`config.mk`:
```
export PLATFORM = sky130hd
export DESIGN_NAME = key_debounce_long_press_top
export DESIGN_NICKNAME = d
export VERILOG_FILES = /design/src/sv/kdlp_pkg.sv /design/src/sv/key_debounce_long_press_top.sv
export SDC_FILE = /design/constraint.sdc
export NUM_CORES = 1
export LEC_CHECK = 0
export ABC_AREA = 1
export BUFFER_PORTS_ARGS = -buffer_cell sky130_fd_sc_hd__buf_4
export CORE_MARGIN = 1.5
export CORE_UTILIZATION = 54
export DETAILED_ROUTE_END_ITERATION = 6
export PLACE_DENSITY = 0.8
export SYNTH_ARGS = -nofsm -noshare
export SYNTH_HDL_FRONTEND = slang
export SYNTH_SLANG_ARGS = --single-unit
```
`constraint.sdc`:
```
create_clock -name clock -period 4.17 [get_ports clock]
set_input_delay 0.2085 -clock clock [delete_from_list [all_inputs] [get_ports clock]]
set_output_delay 0.2085 -clock clock [all_outputs]
set_load 0.05 [all_outputs]
```
`src/sv/kdlp_pkg.sv`:
```
// ----------------------------------------------------------------------------
// kdlp_pkg
// Types, constants and helpers for the key debounce / long-press reader.
// ----------------------------------------------------------------------------
`timescale 1ns / 1ps

package kdlp_pkg;

   localparam int NUM_KEYS    = 6;
   localparam int PIN_COUNT   = 6;
   localparam int COUNT_WIDTH = 16;

   localparam int SCAN_KEYS = (NUM_KEYS < PIN_COUNT) ? NUM_KEYS : PIN_COUNT;
   localparam int LONG_W    = 16;
   localparam int DEB_W     = 8;
   localparam int CMP_W     = (COUNT_WIDTH > LONG_W) ? COUNT_WIDTH : LONG_W;
   localparam int KEY_W     = 3;
   localparam int EVENT_W   = 3;

   localparam logic [DEB_W-1:0]  DEBOUNCE_RESET = 8'd15;
   localparam logic [LONG_W-1:0] LONG_RESET     = 16'd3000;

   localparam int PADDR_W = 3;
   localparam int PDATA_W = 32;

   // register index, taken from paddr[2]
   localparam logic CSR_DEBOUNCE = 1'b0;
   localparam logic CSR_LONG     = 1'b1;

   typedef enum logic [1:0] {
      PH_IDLE     = 2'd0,
      PH_DEBOUNCE = 2'd1,
      PH_HELD     = 2'd2
   } phase_type;

   typedef enum logic [EVENT_W-1:0] {
      EV_UP         = 3'd0,
      EV_DOWN       = 3'd1,
      EV_ALARM_EN   = 3'd2,
      EV_FIVE_DAY   = 3'd3,
      EV_TIME       = 3'd4,
      EV_TIME_LONG  = 3'd5,
      EV_ALARM      = 3'd6,
      EV_ALARM_LONG = 3'd7
   } event_type;

   localparam logic [KEY_W-1:0] TIME_SET_KEY  = 3'd4;
   localparam logic [KEY_W-1:0] ALARM_SET_KEY = 3'd5;

   function automatic logic [EVENT_W-1:0] event_code(input logic [KEY_W-1:0] key,
                                                     input logic is_long);
      logic [EVENT_W-1:0] code;
      case (key)
         TIME_SET_KEY:  code = is_long ? EV_TIME_LONG : EV_TIME;
         ALARM_SET_KEY: code = is_long ? EV_ALARM_LONG : EV_ALARM;
         default:       code = EVENT_W'(key);
      endcase
      return code;
   endfunction

endpackage

```
`src/sv/key_debounce_long_press_top.sv`:
```
// ----------------------------------------------------------------------------
// key_debounce_long_press_top
// Debounced six-key reader with long-press detection on the two set keys.
// ----------------------------------------------------------------------------
// One request is one sample of the six active-low key pins (one tick). The
// block takes a request every cycle unless req_stall is high; each sample is
// held in the input register, the key state is updated and any event is written
// to the result register, so an event passes the input register and then the
// result register before it shows up on rsp_. A result held by rsp_stall backs
// up into the input register, and req_stall rises only when both registers are full. The first
// pressed key (up, down, alarm enable, five-day, time set, alarm set) is
// latched, checked again after debounce_ticks ticks, then its held ticks are
// counted; release emits one event code, with a long code for the set keys
// when the held count exceeds long_press_ticks. Write the CSRs only while
// idle.
`timescale 1ns / 1ps

module key_debounce_long_press_top
   import kdlp_pkg::*;
(
   input  logic                 clock,
   input  logic                 reset,
   // sample requests
   input  logic                 req_valid,
   output logic                 req_stall,
   input  logic [PIN_COUNT-1:0] req_key_levels,
   // events
   output logic                 rsp_valid,
   input  logic                 rsp_stall,
   output logic [EVENT_W-1:0]   rsp_key_event,
   // CSR port
   input  logic                 psel,
   input  logic                 penable,
   input  logic                 pwrite,
   input  logic [PADDR_W-1:0]   paddr,
   input  logic [PDATA_W-1:0]   pwdata,
   output logic [PDATA_W-1:0]   prdata,
   output logic                 pready
);

   logic                   in_valid_ff, in_valid_in;
   logic [PIN_COUNT-1:0]   levels_ff, levels_in;
   logic                   out_valid_ff, out_valid_in;
   logic [EVENT_W-1:0]     event_ff, event_in;

   logic [DEB_W-1:0]       deb_ff, deb_in;
   logic [LONG_W-1:0]      long_ff, long_in;

   phase_type              phase_ff, phase_in;
   logic [KEY_W-1:0]       key_ff, key_in;
   logic [COUNT_WIDTH-1:0] tick_ff, tick_in;

   logic                   advance;
   logic                   req_take;
   logic                   csr_wr;

   logic                   key_low;
   logic                   scan_hit;
   logic [KEY_W-1:0]       scan_key;
   logic [COUNT_WIDTH-1:0] tick_sat;
   logic                   deb_done;
   logic                   is_long;
   logic                   emit;

   // ---------------- handshake ----------------
   assign advance   = in_valid_ff && (!out_valid_ff || !rsp_stall);
   assign req_stall = in_valid_ff && !advance;
   assign req_take  = req_valid && !req_stall;

   assign in_valid_in = req_take || (in_valid_ff && !advance);
   assign levels_in   = req_take ? req_key_levels : levels_ff;

   // ---------------- CSRs ----------------
   assign pready = 1'b1;
   assign csr_wr = psel && penable && pwrite && pready;

   always_comb begin
      deb_in  = deb_ff;
      long_in = long_ff;
      if (csr_wr) begin
         unique case (paddr[2])
            CSR_DEBOUNCE: deb_in  = pwdata[DEB_W-1:0];
            CSR_LONG:     long_in = pwdata[LONG_W-1:0];
         endcase
      end
   end

   always_comb begin
      unique case (paddr[2])
         CSR_DEBOUNCE: prdata = PDATA_W'(deb_ff);
         CSR_LONG:     prdata = PDATA_W'(long_ff);
      endcase
   end

   // ---------------- key datapath ----------------
   // an index past the pins reads as pressed
   assign key_low = (key_ff < KEY_W'(PIN_COUNT)) ? !levels_ff[key_ff] : 1'b1;

   always_comb begin
      scan_hit = 1'b0;
      scan_key = '0;
      for (int k = SCAN_KEYS - 1; k >= 0; k--) begin
         if (!levels_ff[k]) begin
            scan_hit = 1'b1;
            scan_key = KEY_W'(k);
         end
      end
   end

   assign tick_sat = (&tick_ff) ? tick_ff : tick_ff + 1'b1;
   assign deb_done = CMP_W'(tick_sat) >= CMP_W'(deb_ff);
   assign is_long  = CMP_W'(tick_ff) > CMP_W'(long_ff);

   // next phase
   always_comb begin
      phase_in = phase_ff;
      if (advance) begin
         unique case (phase_ff)
            PH_DEBOUNCE: begin
               if (deb_done)
                  phase_in = key_low ? PH_HELD : PH_IDLE;
            end
            PH_HELD: begin
               if (!key_low)
                  phase_in = PH_IDLE;
            end
            default: begin
               phase_in = scan_hit ? PH_DEBOUNCE : PH_IDLE;
            end
         endcase
      end
   end

   // counter, latched key and event
   always_comb begin
      key_in   = key_ff;
      tick_in  = tick_ff;
      emit     = 1'b0;
      event_in = event_ff;
      if (advance) begin
         unique case (phase_ff)
            PH_DEBOUNCE: begin
               if (!deb_done)
                  tick_in = tick_sat;
               else
                  tick_in = key_low ? COUNT_WIDTH'(1) : '0;
            end
            PH_HELD: begin
               if (key_low) begin
                  tick_in = tick_sat;
               end else begin
                  emit     = 1'b1;
                  event_in = event_code(key_ff, is_long);
                  tick_in  = '0;
               end
            end
            default: begin
               if (scan_hit) begin
                  key_in  = scan_key;
                  tick_in = '0;
               end
            end
         endcase
      end
   end

   assign out_valid_in = emit || (out_valid_ff && rsp_stall);

   always_ff @(posedge clock) begin
      if (reset) begin
         in_valid_ff  <= 1'b0;
         out_valid_ff <= 1'b0;
         deb_ff       <= DEBOUNCE_RESET;
         long_ff      <= LONG_RESET;
         phase_ff     <= PH_IDLE;
         key_ff       <= '0;
         tick_ff      <= '0;
      end else begin
         in_valid_ff  <= in_valid_in;
         out_valid_ff <= out_valid_in;
         deb_ff       <= deb_in;
         long_ff      <= long_in;
         phase_ff     <= phase_in;
         key_ff       <= key_in;
         tick_ff      <= tick_in;
      end
   end

   always_ff @(posedge clock) begin
      levels_ff <= levels_in;
      event_ff  <= event_in;
   end

   assign rsp_valid     = out_valid_ff;
   assign rsp_key_event = event_ff;

endmodule

```
* Word level (Yosys, flattened, before mapping) *
Index checks and enable logic that the tools add are counted.

word-level totals
  bits of input ports = 48
  bits in registers = 56
  word-level logic and storage cells = 79
  output and inout port bits = 38

cells by class
  bitwise gates (word level) = 3
  add/subtract/negate cells = 1
  magnitude comparators = 4
  multiplexer cells = 33
  equal/unequal tests = 6
  reduce and logical (&&, ||, !) cells = 23

operators by type and width
  cell                   number
  $mux 16                4
  $pmux 32 s2            1
  $pmux 16 s2            1
  $mux 3                 6
  $add 16x1->16 const B  1
  $ge 16x8->1            1
  $gt 16x16->1           1
  $reduce_and 16->1      1
  $mux 1                 15
  $reduce_and 3->1       3
  $eq 3x3->1 const B     2
  $logic_and 1x1->1      6
  $mux 2                 3
  $pmux 3 s2             1
  $reduce_and 2->1       3
  $logic_not 1->1        5
  $lt 3x4->1 const B     1
  $ne 2x2->1 const B     2
  $pmux 2 s2             1
  $bmux 1 s3             1
  $logic_or 1x1->1       3
  $lt 3x3->1 const B     1
  $not 1->1              3
  $reduce_bool 3->1      1
  other kinds (3)        3

* Depth between registers and ports, before layout *
Gate-level depths: netlist (run 1).

  depth in word-level cells = 8
  gate-level depth with buffers = 25
  mapped depth without buffers = 25

* Worst setup path after synthesis (run 1) *
No wires, ideal clock.

  path type = register -> register
  start = register tick_ff[0]
  end = register tick_ff[1]
  data required time = 4.100 ns
  buffers on the path = 2
  library setup time = 0.070 ns
  stages on the path, launching flop included = 18
  arrival = 2.805 ns
  period minus slack after synthesis = 2.876 ns
  setup slack = 1.294 ns
  cell sequence = dfxtp_1 ha_1 nand3_2 nor2_2 nand3_1 clkbuf_1 nand2_1 ha_1 a21oi_1 nor2_1 a211oi_1 nand2_1 nor2_2 nand3_2 o21ai_4 buf_6 nand3_1 a21oi_1

between the ends
  cells in the longest elaborated chain, start to end = 5
  elaborated cells between the ends (all ways) = 7
  those cells by class = add/sub: 1; order compare: 1; mux: 4; reduce/logical: 1

RTL lines
  item                                                RTL line                            RTL
  from (decl)                                         key_debounce_long_press_top.sv:51   logic [COUNT_WIDTH-1:0] tick_ff, tick_in;
  from (signal assigned)                              key_debounce_long_press_top.sv:185  tick_ff <= tick_in;
  $add 16x1->16 or $reduce_and 16->1 (tied branches)  key_debounce_long_press_top.sv:110  assign tick_sat = (&tick_ff) ? tick_ff : tick_ff + 1'b1;
  $mux 16 (*)                                         key_debounce_long_press_top.sv:110
  $ge 16x8->1                                         key_debounce_long_press_top.sv:111  assign deb_done = CMP_W'(tick_sat) >= CMP_W'(deb_ff);
  $mux 16                                             key_debounce_long_press_top.sv:143  if (!deb_done)
  $pmux 16 s2 (*)                                     key_debounce_long_press_top.sv:141  unique case (phase_ff)

Mark *: on every way between the ends. The rest lies on a longest branch, timed or not.
A chain may end at the register's enable or synchronous reset.

* Worst setup path after layout (run 1) *
  start = register tick_ff[0]
  end = register phase_ff[1]

between the ends
  cells in the longest elaborated chain, start to end = 5
  elaborated cells between the ends (all ways) = 6
  those cells by class = add/sub: 1; order compare: 1; eq/ne: 1; mux: 1; reduce/logical: 2

RTL lines
  item                                                RTL line                            RTL
  $add 16x1->16 or $reduce_and 16->1 (tied branches)  key_debounce_long_press_top.sv:110
  $mux 16 (*)                                         key_debounce_long_press_top.sv:110
  $ge 16x8->1 (*)                                     key_debounce_long_press_top.sv:111
  $ne 2x2->1 (no line) (*)                            n/a
  $reduce_and 3->1 (no line) (*)                      n/a
  to (signal assigned)                                key_debounce_long_press_top.sv:183  phase_ff <= phase_in;
  to (decl)                                           key_debounce_long_press_top.sv:49   phase_type phase_ff, phase_in;

Marked as above.

==> results of run 1 <==
-- cells by family (layout without fill, tap and decap cells) --
group                      after synthesis  count (layout)  synth area share (%)
adders and majority gates               27              27                  9.41
AOI/OAI and AO/OA                      109             109                  16.9
other                                    2              17                 0.209
xor gates and xnor gates                 8               8                  1.95
DFF                                     56              56                  33.7
buffers and inverters                  107             135                  13.3
and+or+nand+nor                        204             204                  24.6
-- final cells by class --
class / count / area [sq um] / area share (%)
clock buffer: 5 / 68.8 / 1.70
clock inverter: 3 / 42.5 / 1.05
inverter: 75 / 282 / 6.95
multi-input combinational: 365 / 1960 / 48.4
sequential: 56 / 1210 / 29.9
tap: 77 / 96.3 / 2.38
timing repair buffer: 52 / 390 / 9.64
-- stage by stage --
| step | setup WS, ns | power (uW) | hold WS [ns] | std cells |
|---|---|---|---|---|
| after floorplan | 1.29 | 748 | 0.307 | 528 |
| after global placement | 0.580 | 787 | 0.387 | 625 |
| after detailed placement | 0.463 | 791 | 0.388 | 625 |
| after CTS | 0.435 | 1150 | 0.0508 | 633 |
| after global routing | 0.0555 | 1190 | 0.0452 | 633 |
| final | 0.377 | 1150 | 0.0542 | 633 |
-- cells in the final DEF, fill, tap and decap left out, drive strengths merged --
master   synthesis  routed
o311ai           1       1
buf             19      52
nand3b           1       1
nor3             4       4
dfxtp           47      47
xnor2            4       4
o21ai           45      45
o2111ai          1       1
nand2          109     109
a211oi           4       4
edfxtp           9       9
bufinv           0       1
clkinv           0       2
nand3           32      32
a21oi           49      49
inv             75      75
nor2            51      51
nand4            7       7
a22oi            5       5
conb             2      17
xor2             4       4
clkbuf          13       5
o21a             1       1
o211ai           1       1
ha              27      27
a31oi            2       2
-- power by group --
group          internal (uW)  switching (uW)  leakage, uW
Sequential               566            9.97     0.000468
Combinational           58.6             145      0.00145
Clock                    178             187    0.0000558
Total                    803             343      0.00197
-- state kept, by name, summed over array words and instances (netlist names) --
signal and count:
in_valid_ff 1, deb_ff 8, tick_ff 16, rsp_key_event 3, rsp_valid 1, long_ff 16
phase_ff 2, key_ff 3, levels_ff 6
-- path summary, 6_finish.rpt --
path,startpoint,endpoint,slack (ns),depth (start not counted)
setup / recovery,tick_ff[0],phase_ff[1],0.38,17
hold / removal,req_key_levels[5],levels_ff[5],0.05,1
setup reg to reg,tick_ff[0],phase_ff[1],0.38,17
hold reg to reg,long_ff[12],long_ff[12],0.49,2
-- layer usage --
| layer | vias to the layer above | share of wire [%] | GRT usage (%) |
|---|---|---|---|
| li1 | 1718 | - | - |
| met1 | 1528 | 42 | 28.8 |
| met2 | 111 | 49 | 41.8 |
| met4 | 0 | 3.6 | 9.97 |
| met5 | - | 0 | 0 |
| met3 | 31 | 5.1 | 3.83 |
==> flow_summary.yaml, run 1 <==
finish:
  nFillCells: 583
  synthToLayoutAreaGrowth_pct: 12.8
  final_nets: 630
  drive_above_1_share_pct: 14.2
  stdcell_area_sq_um: 4050
  final_util_pct: 63.4
  diodes: 0
sta:
  hold_viol_final: 0
  max_freq_mhz: 264
  worst_pin_slew_ns: 0.699
  period_minus_slack_ns: 3.79
  finalSetupViolCount: 0
  rsz0062_at_grt: "no"
  finClkSkew_ns: 0.00641
  post-route-period-util_pct: 91.0
  drv_slew: 0
  relSlewSlack_pct: 53.3
  tns_ns: 0
cts:
  clk_path_buf_depth: 2
  ctsResizeCount: 0
  cts.clk_slew.worst_paths_ns: 0.10
  post_cts.repair.setup_buffers: 0
  cts_tree: "done"
  hold_buffers: 0
  clk_latency_ns: 0.32
  cts-buffers-inserted: 5
  cts.htree.levels: 2
  root_buffer: "clkbuf_8"
  clock-sinks: 56
placed_design:
  place_area_sq_um: 3940
  hpwl_microns: 6270
  gp_congestion: 0.969
  io_buffers: 50
logic_synthesis:
  async_flop_share_pct: 0
  postSynthCellCount: 513
  syn_area_per_cell_sq_um: 7.00
  synth_seq_cells: 56
  synth_ff_type: "dfxtp_1"
  yosys.area.top_type: "dfxtp_1"
  synth_most_common_cell: "nand2_1"
  yosysWarnings: 0
  synth_top_cell_area_share_pct: 26.2
  synthTopCellsByArea: "dfxtp_1 26%, nand2_1 11%, ha_1 9.4%"
  synth-seq-area-share_pct: 33.7
  synth_edf_count: 9
  synth_cell_type_count: 32
  syn_area_sq_um: 3590
  synth_commonest_cells: "105 x nand2_1, 74 x inv_1, 48 x a21oi_1"
hold_path:
  worstHoldPathType: "input pin to flop"
floorplanning:
  die-width_microns: 84.5
  die_y_microns: 84.5
  core_area_sq_um: 6390
  rows: 29
  die_area_sq_um: 7150
  io-pin-count: 86
  initial_utilization_pct: 56.2
global_routing:
  overflow: 0
  grt_pass1_vias: 3079
  antenna_found_initial: 0
  grt_util_all_layers_pct: 23.8
  grt_max_degree: 34
  grt_pass1_wl_microns: 13900
route:
  routed_wl_microns: 8370
  drt_iter0_drc: 184
  wire_per_inst_microns: 13.2
  drc: 0
  vias_per_cell: 5.35
  drt-pass1-iter-count: 5
  vias: 3388
  postRouteAntennaNets: 0
critical_path:
  required_ns: 4.43
  critPathTopFamily: "simple AND/OR/NAND/NOR gates"
  crit_buf_inv: 0
  crit_path_start_kind: "flop"
  crit_chain: "ha_1 > nand3_2 > nor2_2 > nand3_1 > nand2_1 > ha_1 > a21oi_1 > nor2_1 > a211oi_1 > nand2_1 > nor2_2 > nand3_2 > o21ai_4 > nor2_1 > nand2_1 > nand2_1 > nor2_1"
  worstSetupPathType: "flop to flop"
  slowest_stage: "dfxtp_1"
  path_common_cell: "nand2_1"
  cp-end-kind: "flop"
  cp.arrival_ns: 4.06
  crit_path_max_fanout: 18
  max_stage_delay_ns: 0.51
flow_run:
  cap_violations: 0
status:
  status: "finished, final reports clean"
power:
  ir_drop_mv: 0.184
  power.leakage_uw: 0.00197
  p_per_area_nw_per_um2: 283
No activity file was read; power rests on OpenSTA's default activity.
==> run 2, diff against run 1 <==
CELL_PAD_IN_SITES_DETAIL_PLACEMENT = 0   (was unset)
CELL_PAD_IN_SITES_GLOBAL_PLACEMENT = 1   (was unset)
CORE_UTILIZATION = 38   (was 54)
PLACE_DENSITY = unset   (was 0.8)
PLACE_DENSITY_LB_ADDON = 0.1   (was unset)
==> run 2 against run 1 <==
Against the previous run: final area is 1.7% higher; via count fell by 4.5%; first-iteration DRC count down 20%; worst hold slack gained 0.0041 ns; setup slack better by 0.28 ns; critical path depth rose by 6; count of clock-buffer cells in the layout did not move; non-clock buffer count stayed put; global-route usage fell by 6.1 points; largest power group unchanged.
==> flow_summary.yaml, run 2 (synthesized netlist as in run 1, its figures left out) <==
status:
  status: "finished, final reports clean"
cts:
  cts.htree.levels: 2
  cts-buffers-inserted: 5
  ctsResizeCount: 0
  clock-sinks: 56
  cts_tree: "done"
  root_buffer: "clkbuf_8"
  clk_latency_ns: 0.32
  hold_buffers: 0
  cts.clk_slew.worst_paths_ns: 0.11
  clk_path_buf_depth: 2
  post_cts.repair.setup_buffers: 0
floorplanning:
  initial_utilization_pct: 39.0
  rows: 35
  core_area_sq_um: 9200
  io-pin-count: 86
  die_y_microns: 100
  die-width_microns: 100
  die_area_sq_um: 10000
sta:
  period_minus_slack_ns: 3.51
  max_freq_mhz: 285
  worst_pin_slew_ns: 0.876
  rsz0062_at_grt: "no"
  post-route-period-util_pct: 84.1
  tns_ns: 0
  relSlewSlack_pct: 41.4
  drv_slew: 0
  finClkSkew_ns: 0.00708
  hold_viol_final: 0
  finalSetupViolCount: 0
critical_path:
  required_ns: 4.38
  crit_path_start_kind: "flop"
  crit_path_max_fanout: 18
  cp.arrival_ns: 3.72
  worstSetupPathType: "flop to flop"
  cp-end-kind: "flop"
global_routing:
  grt_pass1_wl_microns: 14200
  grt_max_degree: 34
  antenna_found_initial: 0
  grt_pass1_vias: 2915
  overflow: 0
  grt_util_all_layers_pct: 17.7
route:
  postRouteAntennaNets: 0
  drt-pass1-iter-count: 5
  vias_per_cell: 4.85
  drt_iter0_drc: 148
  wire_per_inst_microns: 12.8
  routed_wl_microns: 8560
  drc: 0
  vias: 3237
finish:
  final_cell_mix: "105 x nand2_1, 74 x inv_1, 52 x buf_4"
  diodes: 0
  stdcell_area_sq_um: 4120
  final_common_cell: "nand2_1"
  top_regs: "long_ff (16), tick_ff (16), deb_ff (8)"
  synthToLayoutAreaGrowth_pct: 14.7
  final_nets: 630
  drive_above_1_share_pct: 14.4
placed_design:
  io_buffers: 50
  hpwl_microns: 6630
  place_area_sq_um: 3980
  gp_congestion: 0.861
power:
  p_clk_share_pct: 35.7
  swShare_pct: 28.6
  intPower_uw: 866
  seqPwrFrac_pct: 47.5
  power.leakage_uw: 0.00198
  switching_power_uw: 346
  pwr-share-comb_pct: 16.8
  p_per_area_nw_per_um2: 294
  ir_drop_mv: 0.123
hold_path:
  worstHoldPathType: "input pin to flop"
flow_run:
  cap_violations: 0
run 2: worst paths after layout:
check                     from           end  slack, ns  cells after the start
max                 tick_ff[0]   phase_ff[1]       0.66                     23
min          req_key_levels[1]  levels_ff[1]       0.06                      1
max reg2reg         tick_ff[0]   phase_ff[1]       0.66                     23
min reg2reg         long_ff[6]    long_ff[6]       0.48                      2
run 2: cell type report:
| type | count | area (sq um) |
|---|---|---|
| Clock buffer | 5 | 68.8 |
| Sequential cell | 56 | 1210 |
| Fill cell | 1000 | 5080 |
| Clock inverter | 3 | 68.8 |
| Tap cell | 111 | 139 |
| Multi-Input combinational cell | 365 | 1960 |
| Timing Repair Buffer | 52 | 390 |
| Inverter | 75 | 282 |
run 2: per-layer routing:
layer | vias up | GRT usage (%) | share of wire [%]
li1 | 1722 | - | -
met1 | 1440 | 24.2 | 49
met2 | 65 | 29.2 | 45
met3 | 10 | 2.51 | 4.2
met4 | 0 | 5.09 | 1.5
met5 | - | 0 | 0
run 2: worst max-delay path: stages (launching register included):
cell and delay (ns):
dfxtp_1 0.49, ha_1 0.26, nand3_2 0.15, nor2_2 0.17, nand3_1 0.17, xor2_1 0.23, inv_1 0.11, ha_1 0.28
inv_1 0.05, nand2_1 0.04, nand2_1 0.05, nand2_1 0.04, nand2_1 0.05, nand2_1 0.04, nand2_1 0.05, nand2_1 0.07
nand2_1 0.11, nand2_1 0.06, nor2_1 0.12, nand3_2 0.11, o21ai_4 0.46, o21ai_0 0.15, nand2_1 0.09, nor2_1 0.04
run 2: power groups by stage:
stage | Combinational [uW] | Clock [uW] | Sequential (uW)
5_1_grt | 224 | 472 | 578
4_1_cts | 205 | 450 | 576
6_report | 204 | 433 | 576
3_3_place_gp | 202 | 0 | 588
2_1_floorplan | 161 | 0 | 587
3_5_place_dp | 205 | 0 | 588
run 2: per-stage QoR:
step / power, uW / utilization, % / std cells / setup WS, ns / hold WS (ns)
finish: 1210 / 44.8 / 667 / 0.661 / 0.0584
global route: 1270 / 44.8 / 667 / 0.239 / 0.0341
CTS: 1230 / 44.8 / 667 / 0.594 / 0.0437
detailed placement: 793 / 43.3 / 659 / 0.622 / 0.388
global placement: 790 / 43.3 / 659 / 0.672 / 0.388
floorplan: 748 / - / 528 / 1.29 / 0.307
==> run 3, diff against run 2 <==
ABC_AREA = 0   (was 1)
CORE_UTILIZATION = 36   (was 38)
clock period = 2.9 ns   (was 4.17 ns; I/O delays follow)
==> run 3 against run 2 <==
Against the previous run: the flow now finishes with violations (negative setup slack); combinational power rose by 35%; worst hold slack got worse by 0.0057 ns; core utilization rose by 3.9 points; die area rose by 5.0%; count of clock-buffer cells in the layout did not move; largest cell class unchanged; highest routed layer unchanged.
==> flow_summary.yaml, run 3 <==
hold_path:
  hold_depth: 2
  worstHoldPathType: "input pin to flop"
  hold_start: "req_valid"
  hold_end: "in_valid_ff"
global_routing:
  grt_pass1_wl_microns: 15600
  grt_pass1_vias: 3058
  grt_util_all_layers_pct: 19.3
  grt_max_degree: 37
  overflow: 0
  top_usage_layer: "met2"
  grt_use_met3_pct: 2.03
  use_met1_pct: 26.9
  antenna_found_initial: 0
  met2_usage_pct: 32.2
finish:
  diodes: 0
  final_nets: 594
  finalNonFillerCells: 653
  drive_above_1_share_pct: 30.0
  final_util_pct: 48.7
  top_regs: "long_ff (16), tick_ff (16), deb_ff (8)"
  final_cell_mix: "96 x buf_4, 49 x nand2_1, 44 x dfxtp_1"
  final_common_cell: "buf_4"
  synthToLayoutAreaGrowth_pct: 31.8
status:
  status: "complete, but fails checks"
  violations: "negative setup slack"
placed_design:
  pre_cts_ws_ns: -0.383
  hpwl_microns: 7250
  dp_cells: 634
  gp_congestion: 0.855
  io_buffers: 50
sta:
  hold_viol_final: 0
  drv_slew: 0
  post-route-period-util_pct: 110
  max_freq_mhz: 315
  worst_slack_ns: -0.277
  worst_pin_slew_ns: 0.982
  rsz0062_at_grt: "yes"
  finClkSkew_ns: 0.0151
  fin_hold_ws_ns: 0.0527
  relSlewSlack_pct: 34.3
  period_minus_slack_ns: 3.18
  finalSetupViolCount: 18
power:
  finalPower_uw: 1570
  p_per_area_nw_per_um2: 332
  power.leakage_uw: 0.00205
  ir_drop_mv: 0.179
critical_path:
  required_ns: 3.18
  cp.arrival_ns: 3.45
  crit_buf_inv: 0
  rr_endpoint: "tick_ff[9]"
  cp-end-kind: "flop"
  r2r_cells: 14
  critPathTopFamily: "simple AND/OR/NAND/NOR gates"
  crit_path_max_fanout: 5
  worstSetupPathType: "flop to flop"
  max_stage_delay_ns: 0.46
  crit_chain: "ha_4 > and3_4 > nand3_4 > nor2_4 > or3b_4 > xnor2_4 > ha_4 > a21o_1 > a21o_1 > a221oi_4 > nand4_4 > o32ai_4 > or4b_1 > nand3_1"
  slowest_stage: "or4b_1"
  r2r_start: "tick_ff[0]"
  crit_cells: 14
  reg2reg_slack_ns: -0.28
  crit_path_start_kind: "flop"
logic_synthesis:
  synth-seq-area-share_pct: 33.9
  yosys.area.top_type: "dfxtp_1"
  async_flop_share_pct: 0
  synth_seq_cells: 56
  synth_top_cell_area_share_pct: 26.3
  yosysWarnings: 0
  synth_ff_type: "dfxtp_1"
  synth_commonest_cells: "49 x nand2_1, 47 x dfxtp_1, 41 x nor2_1"
  syn_area_sq_um: 3580
  synth_edf_count: 9
  syn_area_per_cell_sq_um: 8.35
  postSynthCellCount: 428
  synthTopCellsByArea: "dfxtp_1 26%, ha_1 9.4%, edfxtp_1 7.6%"
  synth_cell_type_count: 63
  synth_most_common_cell: "nand2_1"
cts:
  cts-buffers-inserted: 5
  root_buffer: "clkbuf_8"
  cts_tree: "done"
  cts.clk_slew.worst_paths_ns: 0.12
  cts.htree.levels: 2
  clk_path_buf_depth: 2
  clock-sinks: 56
  clk_latency_ns: 0.32
flow_run:
  cap_violations: 0
route:
  drt-pass1-iter-count: 4
  wire_per_inst_microns: 14.9
  postRouteAntennaNets: 0
  drt_iter0_drc: 114
  drc: 0
  vias: 3316
  routed_wl_microns: 9720
  vias_per_cell: 5.08
floorplanning:
  core_area_sq_um: 9680
  die-width_microns: 103
  die_area_sq_um: 10500
  die_y_microns: 103
  rows: 36
  initial_utilization_pct: 36.9
  io-pin-count: 86
[run 3: cell types whose count changed after synthesis, moves of 7 or more]
cell,delta
nand3_1,-14
o211ai_1,+11
inv_1,-42
o21ai_0,-26
a21oi_1,-28
a21o_1,+7
nor3_1,+7
nand4_1,+7
mux2i_1,+10
nand2_1,-56
[run 3: final cells by class]
class,instances,area [sq um]
Clock buffer,5,68.8
Sequential cell,56,1220
Multi-Input combinational cell,318,2300
Inverter,34,128
Clock inverter,3,26.3
Fill cell,955,4970
Timing Repair Buffer,104,803
Tap cell,133,166
[run 3: power by group]
group / internal [uW] / total (uW) / switching [uW]
combinational: 89.4 / 275 / 185
clock: 179 / 471 / 292
sequential: 806 / 820 / 13.4
[run 3: layer usage]
layer	vias up	part of all wire, %
li1	1683	-
met1	1551	47
met2	76	48
met3	6	3.9
met4	0	1.0
met5	-	0
[run 3: stage by stage]
stage	setup TNS, ns	area [sq um]
floorplan	-4.09	3700
global placement	-4.00	4360
detailed placement	-5.61	4360
CTS	-5.03	4630
global route	-6.07	4710
finish	-3.52	4710
[run 3: logic make-up (layout without fill, tap and decap cells)]
group                    after synthesis  after routing  share of synthesized area [%]
multiplexers                          13             13                           4.06
AND/OR/NAND/NOR                      159            159                           22.8
AO/OA/AOI/OAI                         95             95                           18.7
adder cells (fa/ha/maj)               27             27                           9.45
buffers and inverters                 69            146                           9.20
flip-flops                            56             56                           33.9
other                                  2             17                          0.210
XOR/XNOR                               7              7                           1.71
[run 3: how the worst max path moves through the flow]
| stage | startpoint | end | slack [ns] |
|---|---|---|---|
| 2_1_floorplan | tick_ff[0] | tick_ff[9] | -0.37 |
| 3_3_place_gp | tick_ff[1] | tick_ff[9] | -0.28 |
| 3_5_place_dp | tick_ff[1] | tick_ff[9] | -0.38 |
| 4_1_cts | tick_ff[1] | tick_ff[9] | -0.37 |
| 5_1_grt | tick_ff[1] | tick_ff[9] | -0.41 |
| 6_report | tick_ff[0] | tick_ff[9] | -0.28 |
[run 3: timing repair]
item                       4_1_cts  5_1_grt
resized for setup               15       14
hold endpoints to repair         6        0
pin swaps                       10        8
setup buffers                    3        3
hold buffers                     6        0
setup endpoints to repair       18       18
